File: config.mk
export PLATFORM = sky130hd
export DESIGN_NAME = newton_reciprocal_inverse_sqrt
export DESIGN_NICKNAME = d
export VERILOG_FILES = /design/src/rtl/nris_pkg.sv /design/src/rtl/nris_dp.sv /design/src/rtl/nris_ctrl.sv /design/src/rtl/newton_reciprocal_inverse_sqrt.sv
export VERILOG_INCLUDE_DIRS = /design/src /design/src/rtl
export SDC_FILE = /design/constraint.sdc
export NUM_CORES = 2
export LEC_CHECK = 0
export BUFFER_PORTS_ARGS = -buffer_cell sky130_fd_sc_hd__buf_2
export CAP_MARGIN = 30
export CORE_MARGIN = 10
export CORE_UTILIZATION = 45
export CTS_CLUSTER_SIZE = 28
export DETAILED_ROUTE_END_ITERATION = 12
export GPL_ROUTABILITY_DRIVEN = 0
export SLEW_MARGIN = 20
export SYNTH_ARGS = -nofsm -noshare
export SYNTH_HDL_FRONTEND = slang
export SYNTH_SLANG_ARGS = --single-unit
File: constraint.sdc
create_clock -name clk -period 23.6 [get_ports clk]
set_input_delay 1.18 -clock clk [delete_from_list [all_inputs] [get_ports clk]]
set_output_delay 1.18 -clock clk [all_outputs]
set_load 0.005 [all_outputs]
File: src/rtl/newton_reciprocal_inverse_sqrt_defines.svh
// ----------------------------------------------------------------------------
// newton_reciprocal_inverse_sqrt_defines.svh
// Assertion macros used by the Newton reciprocal / inverse sqrt controller.
// ----------------------------------------------------------------------------
`ifndef NEWTON_RECIPROCAL_INVERSE_SQRT_DEFINES_SVH
`define NEWTON_RECIPROCAL_INVERSE_SQRT_DEFINES_SVH

// Same-cycle implication, sampled on clk, off while rst_n is low.
`define NRIS_ASSERT_SAME(label, clk, rst_n, ante, cons) \
  label: assert property (@(posedge clk) disable iff (!rst_n) (ante) |-> (cons)) \
    else $error("nris assertion failed");

// Next-cycle implication, sampled on clk, off while rst_n is low.
`define NRIS_ASSERT_NEXT(label, clk, rst_n, ante, cons) \
  label: assert property (@(posedge clk) disable iff (!rst_n) (ante) |=> (cons)) \
    else $error("nris assertion failed");

`endif

File: src/rtl/nris_pkg.sv
// ----------------------------------------------------------------------------
// nris_pkg
// Widths, fixed-point constants, codes and command type for the Newton unit.
// ----------------------------------------------------------------------------
`timescale 1ns / 1ps
`default_nettype none

package nris_pkg;

  localparam int OPERAND_W          = 24;
  localparam int EST_W              = 32;
  localparam int INTER_W            = 33;
  localparam int PROD_W             = 2 * INTER_W;
  localparam int ITER_W             = 5;
  localparam int ESTIMATE_FRAC_BITS = 30;
  localparam int OPERAND_FRAC_BITS  = 16;
  localparam int DEF_MAX_STEPS      = 32;

  localparam logic [ITER_W-1:0] ITER_RESET = ITER_W'(10);

  localparam logic signed [PROD_W-1:0] TWO_FIX   =
    signed'(PROD_W'(2)) <<< ESTIMATE_FRAC_BITS;
  localparam logic signed [PROD_W-1:0] THREE_FIX =
    signed'(PROD_W'(3)) <<< ESTIMATE_FRAC_BITS;

  localparam logic MODE_RCP = 1'b0;
  localparam logic MODE_ISQ = 1'b1;

  localparam logic BSEL_R = 1'b0;
  localparam logic BSEL_Y = 1'b1;

  // reduction ops after a multiply
  localparam logic [2:0] RED_NONE = 3'd0;
  localparam logic [2:0] RED_T    = 3'd1;  // y = 2 - R*x
  localparam logic [2:0] RED_P    = 3'd2;  // y = R*x
  localparam logic [2:0] RED_Q    = 3'd3;  // y = 3 - p*x
  localparam logic [2:0] RED_XR   = 3'd4;  // x = x*y
  localparam logic [2:0] RED_XI   = 3'd5;  // x = x*y/2

  localparam logic [1:0] PH_LAST_RCP = 2'd1;
  localparam logic [1:0] PH_LAST_ISQ = 2'd2;

  typedef struct packed {
    logic       load;
    logic       mul_en;
    logic       b_sel;
    logic       red_en;
    logic [2:0] red_op;
    logic       out_load;
  } nris_cmd_t;

endpackage

`default_nettype wire

File: src/rtl/nris_dp.sv
// ----------------------------------------------------------------------------
// nris_dp
// Datapath: shared 33x33 multiplier, product register, shift/saturate logic.
// ----------------------------------------------------------------------------
`timescale 1ns / 1ps
`default_nettype none

module nris_dp
  import nris_pkg::*;
(
  input  logic                    clk,
  input  nris_cmd_t               cmd,
  input  logic [OPERAND_W-1:0]    in_operand,
  input  logic signed [EST_W-1:0] in_initial_guess,
  output logic signed [EST_W-1:0] out_estimate,
  output logic                    out_saturated
);

  logic [OPERAND_W-1:0]     r_r;
  logic signed [EST_W-1:0]  x_r, x_nxt;
  logic signed [INTER_W-1:0] y_r, y_nxt;
  logic signed [PROD_W-1:0] prod_r, prod_nxt;
  logic                     sat_r, sat_nxt;
  logic signed [EST_W-1:0]  est_out_r;
  logic                     sat_out_r;

  logic signed [INTER_W-1:0] a_op, b_op;
  logic signed [PROD_W-1:0]  sh_frac, sh_est, sh_half;
  logic [INTER_W:0]          s1, s2;
  logic [EST_W:0]            se;

  function automatic logic [INTER_W:0] sat_inter(input logic signed [PROD_W-1:0] v);
    logic ovf;
    logic [INTER_W-1:0] val;
    ovf = (v[PROD_W-1:INTER_W-1] != {(PROD_W-INTER_W+1){v[INTER_W-1]}});
    if (!ovf) begin
      val = v[INTER_W-1:0];
    end else if (v[PROD_W-1]) begin
      val = {1'b1, {(INTER_W-1){1'b0}}};
    end else begin
      val = {1'b0, {(INTER_W-1){1'b1}}};
    end
    return {ovf, val};
  endfunction

  function automatic logic [EST_W:0] sat_est(input logic signed [PROD_W-1:0] v);
    logic ovf;
    logic [EST_W-1:0] val;
    ovf = (v[PROD_W-1:EST_W-1] != {(PROD_W-EST_W+1){v[EST_W-1]}});
    if (!ovf) begin
      val = v[EST_W-1:0];
    end else if (v[PROD_W-1]) begin
      val = {1'b1, {(EST_W-1){1'b0}}};
    end else begin
      val = {1'b0, {(EST_W-1){1'b1}}};
    end
    return {ovf, val};
  endfunction

  function automatic logic signed [PROD_W-1:0] sext_inter(input logic [INTER_W-1:0] v);
    return signed'({{(PROD_W-INTER_W){v[INTER_W-1]}}, v});
  endfunction

  always_comb begin
    a_op     = signed'({x_r[EST_W-1], x_r});
    b_op     = (cmd.b_sel == BSEL_R) ? signed'({{(INTER_W-OPERAND_W){1'b0}}, r_r}) : y_r;
    prod_nxt = a_op * b_op;

    sh_frac = prod_r >>> OPERAND_FRAC_BITS;
    sh_est  = prod_r >>> ESTIMATE_FRAC_BITS;
    sh_half = prod_r >>> (ESTIMATE_FRAC_BITS + 1);

    x_nxt   = x_r;
    y_nxt   = y_r;
    sat_nxt = sat_r;
    s1      = '0;
    s2      = '0;
    se      = '0;

    if (cmd.load) begin
      x_nxt   = in_initial_guess;
      sat_nxt = 1'b0;
    end else if (cmd.red_en) begin
      case (cmd.red_op)
        RED_T: begin
          s1      = sat_inter(sh_frac);
          s2      = sat_inter(TWO_FIX - sext_inter(s1[INTER_W-1:0]));
          y_nxt   = signed'(s2[INTER_W-1:0]);
          sat_nxt = sat_r | s1[INTER_W] | s2[INTER_W];
        end
        RED_P: begin
          s1      = sat_inter(sh_frac);
          y_nxt   = signed'(s1[INTER_W-1:0]);
          sat_nxt = sat_r | s1[INTER_W];
        end
        RED_Q: begin
          s1      = sat_inter(sh_est);
          s2      = sat_inter(THREE_FIX - sext_inter(s1[INTER_W-1:0]));
          y_nxt   = signed'(s2[INTER_W-1:0]);
          sat_nxt = sat_r | s1[INTER_W] | s2[INTER_W];
        end
        RED_XR: begin
          se      = sat_est(sh_est);
          x_nxt   = signed'(se[EST_W-1:0]);
          sat_nxt = sat_r | se[EST_W];
        end
        RED_XI: begin
          se      = sat_est(sh_half);
          x_nxt   = signed'(se[EST_W-1:0]);
          sat_nxt = sat_r | se[EST_W];
        end
        default: begin
          sat_nxt = sat_r;
        end
      endcase
    end
  end

  always_ff @(posedge clk) begin
    if (cmd.load) begin
      r_r <= in_operand;
    end
    if (cmd.mul_en) begin
      prod_r <= prod_nxt;
    end
    x_r   <= x_nxt;
    y_r   <= y_nxt;
    sat_r <= sat_nxt;
    if (cmd.out_load) begin
      est_out_r <= x_r;
      sat_out_r <= sat_r;
    end
  end

  assign out_estimate  = est_out_r;
  assign out_saturated = sat_out_r;

endmodule

`default_nettype wire

File: src/rtl/nris_ctrl.sv
// ----------------------------------------------------------------------------
// nris_ctrl
// Controller: step/phase sequencing, handshakes and the iteration register.
// ----------------------------------------------------------------------------
`timescale 1ns / 1ps
`default_nettype none

`include "newton_reciprocal_inverse_sqrt_defines.svh"

module nris_ctrl
  import nris_pkg::*;
#(
  parameter int MAX_STEPS = DEF_MAX_STEPS
) (
  input  logic              clk,
  input  logic              rst_n,
  input  logic              in_valid,
  output logic              in_ready,
  input  logic              in_mode,
  output logic              out_valid,
  input  logic              out_ready,
  input  logic              cfg_wr_en,
  input  logic [ITER_W-1:0] cfg_wr_data,
  output nris_cmd_t         cmd
);

  localparam int SCNT_W = $clog2(MAX_STEPS + 1);
  localparam int CMP_W  = (SCNT_W > ITER_W + 1) ? SCNT_W : ITER_W + 1;

  localparam logic [1:0] S_IDLE = 2'd0;
  localparam logic [1:0] S_MUL  = 2'd1;
  localparam logic [1:0] S_RED  = 2'd2;
  localparam logic [1:0] S_OUT  = 2'd3;

  logic [1:0]        state_r, state_nxt;
  logic [1:0]        phase_r, phase_nxt;
  logic [SCNT_W-1:0] rem_r, rem_nxt;
  logic              mode_r, mode_nxt;
  logic [ITER_W-1:0] iter_r, iter_nxt;
  logic              out_valid_r, out_valid_nxt;

  logic [CMP_W-1:0]  steps_full, steps_lim;
  logic [1:0]        last_phase;

  always_comb begin
    steps_full = CMP_W'(iter_r) + CMP_W'(1);
    steps_lim  = (steps_full > CMP_W'(MAX_STEPS)) ? CMP_W'(MAX_STEPS) : steps_full;
    last_phase = (mode_r == MODE_ISQ) ? PH_LAST_ISQ : PH_LAST_RCP;

    state_nxt     = state_r;
    phase_nxt     = phase_r;
    rem_nxt       = rem_r;
    mode_nxt      = mode_r;
    iter_nxt      = cfg_wr_en ? cfg_wr_data : iter_r;
    out_valid_nxt = out_valid_r;

    cmd        = '0;
    cmd.b_sel  = (phase_r == 2'd0) ? BSEL_R : BSEL_Y;
    if (mode_r == MODE_RCP) begin
      cmd.red_op = (phase_r == 2'd0) ? RED_T : RED_XR;
    end else begin
      case (phase_r)
        2'd0:    cmd.red_op = RED_P;
        2'd1:    cmd.red_op = RED_Q;
        default: cmd.red_op = RED_XI;
      endcase
    end

    if (out_valid_r && out_ready) begin
      out_valid_nxt = 1'b0;
    end

    case (state_r)
      S_IDLE: begin
        if (in_valid) begin
          cmd.load  = 1'b1;
          mode_nxt  = in_mode;
          phase_nxt = 2'd0;
          rem_nxt   = steps_lim[SCNT_W-1:0];
          state_nxt = S_MUL;
        end
      end
      S_MUL: begin
        cmd.mul_en = 1'b1;
        state_nxt  = S_RED;
      end
      S_RED: begin
        cmd.red_en = 1'b1;
        if (phase_r == last_phase) begin
          phase_nxt = 2'd0;
          if (rem_r == SCNT_W'(1)) begin
            state_nxt = S_OUT;
          end else begin
            rem_nxt   = rem_r - SCNT_W'(1);
            state_nxt = S_MUL;
          end
        end else begin
          phase_nxt = phase_r + 2'd1;
          state_nxt = S_MUL;
        end
      end
      S_OUT: begin
        if (!out_valid_r || out_ready) begin
          cmd.out_load  = 1'b1;
          out_valid_nxt = 1'b1;
          state_nxt     = S_IDLE;
        end
      end
      default: begin
        state_nxt = S_IDLE;
      end
    endcase
  end

  always_ff @(posedge clk) begin
    if (!rst_n) begin
      state_r     <= S_IDLE;
      phase_r     <= 2'd0;
      rem_r       <= '0;
      mode_r      <= MODE_RCP;
      iter_r      <= ITER_RESET;
      out_valid_r <= 1'b0;
    end else begin
      state_r     <= state_nxt;
      phase_r     <= phase_nxt;
      rem_r       <= rem_nxt;
      mode_r      <= mode_nxt;
      iter_r      <= iter_nxt;
      out_valid_r <= out_valid_nxt;
    end
  end

  assign in_ready  = (state_r == S_IDLE);
  assign out_valid = out_valid_r;

  `NRIS_ASSERT_NEXT(a_busy_after_accept, clk, rst_n, in_valid && in_ready, !in_ready)
  `NRIS_ASSERT_SAME(a_out_load_free, clk, rst_n, cmd.out_load, !out_valid_r || out_ready)
  `NRIS_ASSERT_NEXT(a_mul_then_red, clk, rst_n, cmd.mul_en, cmd.red_en)
  `NRIS_ASSERT_SAME(a_rem_nonzero, clk, rst_n, state_r == S_MUL, rem_r != '0)

endmodule

`default_nettype wire

File: src/rtl/newton_reciprocal_inverse_sqrt.sv
// Newton-Raphson reciprocal / inverse square root unit. Each transaction
// carries a mode, an unsigned Q8.16 operand R and a signed Q2.30 starting
// guess; the unit runs iteration_count + 1 Newton steps (capped at MAX_STEPS)
// and returns the Q2.30 estimate plus a flag set if any intermediate or
// estimate clamped. One item is processed at a time through a single shared
// 33x33 multiplier; each multiply is registered and its shift/saturate done in
// a separate state, two multiplies per reciprocal step and three per inverse
// sqrt step. The unit goes back to idle as out_valid rises, and a result waits
// in an output register, so the next transaction is taken meanwhile; a result
// is held back while the previous one has not yet been taken.
// ----------------------------------------------------------------------------
// newton_reciprocal_inverse_sqrt
// Top level: controller plus datapath.
// ----------------------------------------------------------------------------
`timescale 1ns / 1ps
`default_nettype none

module newton_reciprocal_inverse_sqrt
  import nris_pkg::*;
#(
  parameter int MAX_STEPS = DEF_MAX_STEPS
) (
  input  logic                    clk,
  input  logic                    rst_n,
  input  logic                    in_valid,
  output logic                    in_ready,
  input  logic                    in_mode,
  input  logic [OPERAND_W-1:0]    in_operand,
  input  logic signed [EST_W-1:0] in_initial_guess,
  output logic                    out_valid,
  input  logic                    out_ready,
  output logic signed [EST_W-1:0] out_estimate,
  output logic                    out_saturated,
  input  logic                    cfg_wr_en,
  input  logic [ITER_W-1:0]       cfg_wr_data
);

  nris_cmd_t cmd;

  nris_ctrl #(
    .MAX_STEPS (MAX_STEPS)
  ) u_ctrl (
    .clk         (clk),
    .rst_n       (rst_n),
    .in_valid    (in_valid),
    .in_ready    (in_ready),
    .in_mode     (in_mode),
    .out_valid   (out_valid),
    .out_ready   (out_ready),
    .cfg_wr_en   (cfg_wr_en),
    .cfg_wr_data (cfg_wr_data),
    .cmd         (cmd)
  );

  nris_dp u_dp (
    .clk              (clk),
    .cmd              (cmd),
    .in_operand       (in_operand),
    .in_initial_guess (in_initial_guess),
    .out_estimate     (out_estimate),
    .out_saturated    (out_saturated)
  );

endmodule

`default_nettype wire

* Word-level counts from Yosys, hierarchy flattened *
Cells that the tools add are included.

storage, ports and cells
  bits of input ports = 67
  logic and storage cells = 113
  register bits after elaboration = 206

cells by class
  mux-type cells = 48
  $lt $le $gt $ge = 1
  equal/unequal tests = 21
  reduce and logical (&&, ||, !) cells = 17
  multiply operators = 1
  add/subtract/negate cells = 5
  bitwise gates (word level) = 7

operators by type and width
  operator                                             count
  2-to-1 mux 33 bit                                    14
  2-to-1 mux 32 bit                                    5
  != test 33 bit                                       4
  case mux 33 bit (3 select lines)                     1
  != test 34 bit                                       2
  subtractor 33 x 33 -> 34 bit (first input constant)  2
  multiplier 32 x 33 -> 65 bit                         1
  case mux 32 bit (2 select lines)                     1
  2-to-1 mux 6 bit                                     4
  2-to-1 mux 2 bit                                     7
  case mux 6 bit (2 select lines)                      1
  AND reduction 2 bit                                  5
  2-to-1 mux 1 bit                                     9
  case mux 2 bit (4 select lines)                      1
  adder 5 x 1 -> 6 bit (second input constant)         1
  == test 3 x 2 -> 1 bit (second input constant)       2
  == test 3 bit (second input constant)                2
  == test 6 x 1 -> 1 bit (second input constant)       1
  > comparator 6 bit (second input constant)           1
  2-to-1 mux 3 bit                                     2
  bitwise OR 1 bit                                     6
  case mux 3 bit (2 select lines)                      1
  nonzero test 3 bit                                   2
  subtractor 6 x 1 -> 6 bit (second input constant)    1
  18 further kinds                                     24

* Depth between registers and ports, before layout *
  word-level depth = 11
  depth in mapped cells = 33
  mapped depth without buffers = 30

* Modules after synthesis *
A second synthesis with hierarchy kept.

second synthesis, totals
  cells, all modules = 4949
  area total of the unflattened synthesis = 47125.2 sq um

modules (own cells, without submodules)
  module     sequential area each (sq um)  area each (sq um)  instances  cells an instance
  nris_dp    5154.9                        46067.9            1          4827
  nris_ctrl  340.3                         1057.3             1          122

* Worst setup path before layout *
Ideal clock, no wire load.

  path type = flip-flop to flip-flop
  start point = register u_ctrl.phase_r[0]
  end point = register u_dp.prod_r[64] (data pin)
  cell stages (with the launch flop) = 33
  required time = 23.333 ns
  arrival time = 8.673 ns
  buffers on the path = 3
  setup slack = 14.659 ns
  clock period less this slack = 8.941 ns
  cell sequence = dfxtp_1 -> inv_1 -> ha_1 -> buf_1 -> clkbuf_1 -> nor2b_1 -> clkbuf_1 -> nand2_1 -> inv_1 -> fa_1 -> inv_1 -> fa_1 -> inv_1 -> fa_1 -> fa_1 -> inv_1 -> fa_1 -> inv_1 -> fa_1 -> inv_1 -> fa_1 -> inv_1 -> fa_1 -> ha_1 -> a21oi_1 -> o21ai_0 -> a21o_1 -> a21oi_1 -> o22ai_1 -> o32a_1 -> a22oi_1 -> o311ai_0 -> xnor2_1

on the way
  longest elaborated chain between the ends = 3

ends and longest elaborated chain
  item                          line              RTL
  from (decl)                   nris_ctrl.sv:36   logic [1:0] phase_r, phase_nxt;
  from (signal assigned)        nris_ctrl.sv:125  phase_r <= phase_nxt;
  logical NOT 2 bit             nris_ctrl.sv:58   cmd.b_sel = (phase_r == 2'd0) ? BSEL_R : BSEL_Y;
  2-to-1 mux 33 bit             nris_dp.sv:66     b_op = (cmd.b_sel == BSEL_R) ? signed'({{(INTER_W-OPERAND_W){1'b0}}, r_r}) : y_r;
  multiplier 32 x 33 -> 65 bit  nris_dp.sv:67     prod_nxt = a_op * b_op;
  via u_dp.prod_nxt[64]         nris_dp.sv:22     logic signed [PROD_W-1:0] prod_r, prod_nxt;
  to (signal assigned)          nris_dp.sv:124    prod_r <= prod_nxt;
  to (decl)                     nris_dp.sv:22

The timed path passes the listed nets, and every way through them passes these cells.
A chain may end at the register's enable or synchronous reset.

* Worst setup path in the final report *
Same ends and word-level chain as after synthesis.

==> results.yml <==
status:
  status: "complete, no violations"
worst_setup_path:
  worstSetupEndpointType: "register"
  critPathMaxStageDelay_ns: 1.04
  slowest_stage: "fa_1"
  cp_max_fo: 38
  path_buf_inv: 9
  cp-start-kind: "register"
  crit_type: "register to register"
  cpLargestDelayFamily: "adder cells"
  arrival_ns: 10.25
  cpMostUsedCell: "fa_1"
  cp.required_ns: 23.80
routing:
  vias_per_cell: 5.43
  routed_wl_um: 132000
  ant_nets: 0
  wl_per_cell_um: 21.2
  firstDrtPassIters: 6
  drt_iter0_drc: 2266
  drc: 0
  vias: 34000
sta:
  hold_viol_final: 0
  finalCritPeriodShare_pct: 42.6
  holdWs_ns: 0.497
  max_freq_mhz: 99.5
  worstMarginPinSlew_ns: 1.01
  setup_tns_ns: 0
  rsz0062_at_grt: "no"
  clock_skew_ns: 0.0187
  setup_viol: 0
  fin_crit_ns: 10.05
  drv_slew: 0
  relSlewSlack_pct: 32.8
global_routing:
  grt_max_degree: 58
  grt_pass1_wl_um: 215000
  grt_overflow_total: 0
  use_met3_pct: 3.19
  met1_usage_pct: 32.2
  grt_pass1_vias: 37100
  top_usage_layer: "met2"
  grtUsageMet2_pct: 38.3
  track_usage_pct: 23.2
  antenna_found_initial: 3
clock_tree:
  cts.repair.resized: 0
  clkTransAtPathRegs_ns: 0.08
  insertion_delay_ns: 0.46
  numCtsBuffers: 17
  cts_num_sinks: 189
  cts-root-buf: "clkbuf_16"
  clockBufferDepth: 2
  post_cts_buffers: 0
  cts_tree: "done"
  cts-hold-fix-buffers: 0
  cts_htree_levels: 4
hold_path:
  hp-class: "register to register"
logic_synthesis:
  async_flop_share_pct: 0
  avgSynthCellArea_um2: 9.47
  ys_seq_elements: 189
  synth-main-ff-cell: "edfxtp_1"
  synth-seq-area-share_pct: 11.7
  yosys.area.top_type: "fa_1"
  synth.area.top_cells: "fa_1 (47%), edfxtp_1 (11%), inv_1 (8.0%)"
  synth_top_area_share_pct: 47.2
  syn_inst: 4976
  synth_nets: 6343
  yosysWarnings: 0
  synth_edf_count: 171
  netlist_area_um2: 47100
  synth_cell_type_count: 80
floorplanning:
  start_util_pct: 45.4
  die_h_um: 344
  coreArea_um2: 104000
  ioPinCount: 102
  die_area_um2: 118000
  num_rows: 118
  die_w_um: 344
final_layout:
  seqCellArea_um2: 5500
  drive_gt1_share_pct: 5.80
  fillerInstances: 9826
  final_common_cell: "fa_1"
  multi_input_area_um2: 36800
  fin_nets: 6231
  area_growth_syn_to_layout_pct: 4.89
  mostFrequentLayoutCells: "fa_1 (1,111), inv_1 (998), nand2_1 (670)"
run:
  maxCapViolations: 0
place:
  dpl.hpwl_um: 102000
  io_buffers: 101
## path summary, 6_finish.rpt
kind                           to  cells after the start  slack, ns              start
setup / recovery  u_dp.prod_r[64]                     30      13.55  u_ctrl.phase_r[0]
hold / removal    u_ctrl.rem_r[4]                      2       0.50    u_ctrl.rem_r[4]
setup reg to reg  u_dp.prod_r[64]                     30      13.55  u_ctrl.phase_r[0]
hold reg to reg   u_ctrl.rem_r[4]                      2       0.50    u_ctrl.rem_r[4]
## worst register-to-register path: cells and delay by family (launching register included)
family	cells	cell delay (ns)
fa+ha+maj	10	5.40
buf+inv	9	1.89
compound gates	8	1.75
flops	1	0.34
simple gates	2	0.28
xor+xnor	1	0.16
## synth_stat cells, types with 10 or more instances
master	instances
fa_1	1111
inv_1	1000
nand2_1	670
and2_1	534
clkbuf_1	281
a21oi_1	226
ha_1	189
edfxtp_1	171
nor2_1	111
o21ai_0	111
xnor2_1	59
xor2_1	49
a21o_1	37
nor3_1	34
mux2_2	25
o31ai_1	23
nand4_1	22
nor2b_1	20
o21bai_1	19
dfxtp_1	18
nand3_1	18
or3_1	14
a211oi_1	13
a31oi_1	13
and3_1	13
nor4_1	13
nand2b_1	12
buf_2	11
o21a_1	10
## per-stage QoR
step / instance area [um^2] / utilization [%] / instances / setup slack [ns]
after floorplan: 47100 / - / 4976 / 14.66
after global placement: 48700 / 47.0 / 6218 / 13.62
after detailed placement: 48800 / 47.0 / 6220 / 13.57
after CTS: 49300 / 47.5 / 6252 / 13.55
after global routing: 49400 / 47.6 / 6257 / 12.91
final: 49400 / 47.6 / 6258 / 13.55
## sequential cells by signal, indices dropped and copies added, names as in the netlist
signal,flops
u_ctrl.iter_r,5
u_ctrl.mode_r,1
u_ctrl.out_valid,1
u_ctrl.phase_r,2
u_ctrl.rem_r,6
u_ctrl.state_r,2
u_dp.out_estimate,32
u_dp.out_saturated,1
u_dp.prod_r,49
u_dp.r_r,24
u_dp.sat_r,1
u_dp.x_r,32
u_dp.y_r,33
## cell families after synthesis
logic type               count (synthesis)  share of synthesized area (%)
AO/OA/AOI/OAI                          545                           7.10
flip-flops                             189                           11.7
buffers and inverters                 1303                           10.5
XOR/XNOR                               108                           2.01
AND/OR/NAND/NOR                       1500                           15.9
multiplexers                            31                          0.725
adder cells (fa/ha/maj)               1300                           52.2
## layer usage
metal | part of all wire (%) | up-vias
li1 | - | 14800
met1 | 43 | 17900
met2 | 48 | 1154
met3 | 6.1 | 170
met4 | 2.6 | 0
met5 | 0 | -
## cell type report
| class | count | share of cell area (%) |
|---|---|---|
| inverters | 1000 | 7.59 |
| clock inverters | 14 | 0.286 |
| repair buffers | 172 | 2.24 |
| flip-flops and latches | 189 | 11.1 |
| multi-input cells | 3484 | 74.4 |
| well taps | 1380 | 3.49 |
| diodes | 1 | 0.00506 |
| clock buffers | 18 | 0.868 |
Power is not shown: default switching activity piles up to over one toggle a cycle in this logic, so the estimate is an artifact.
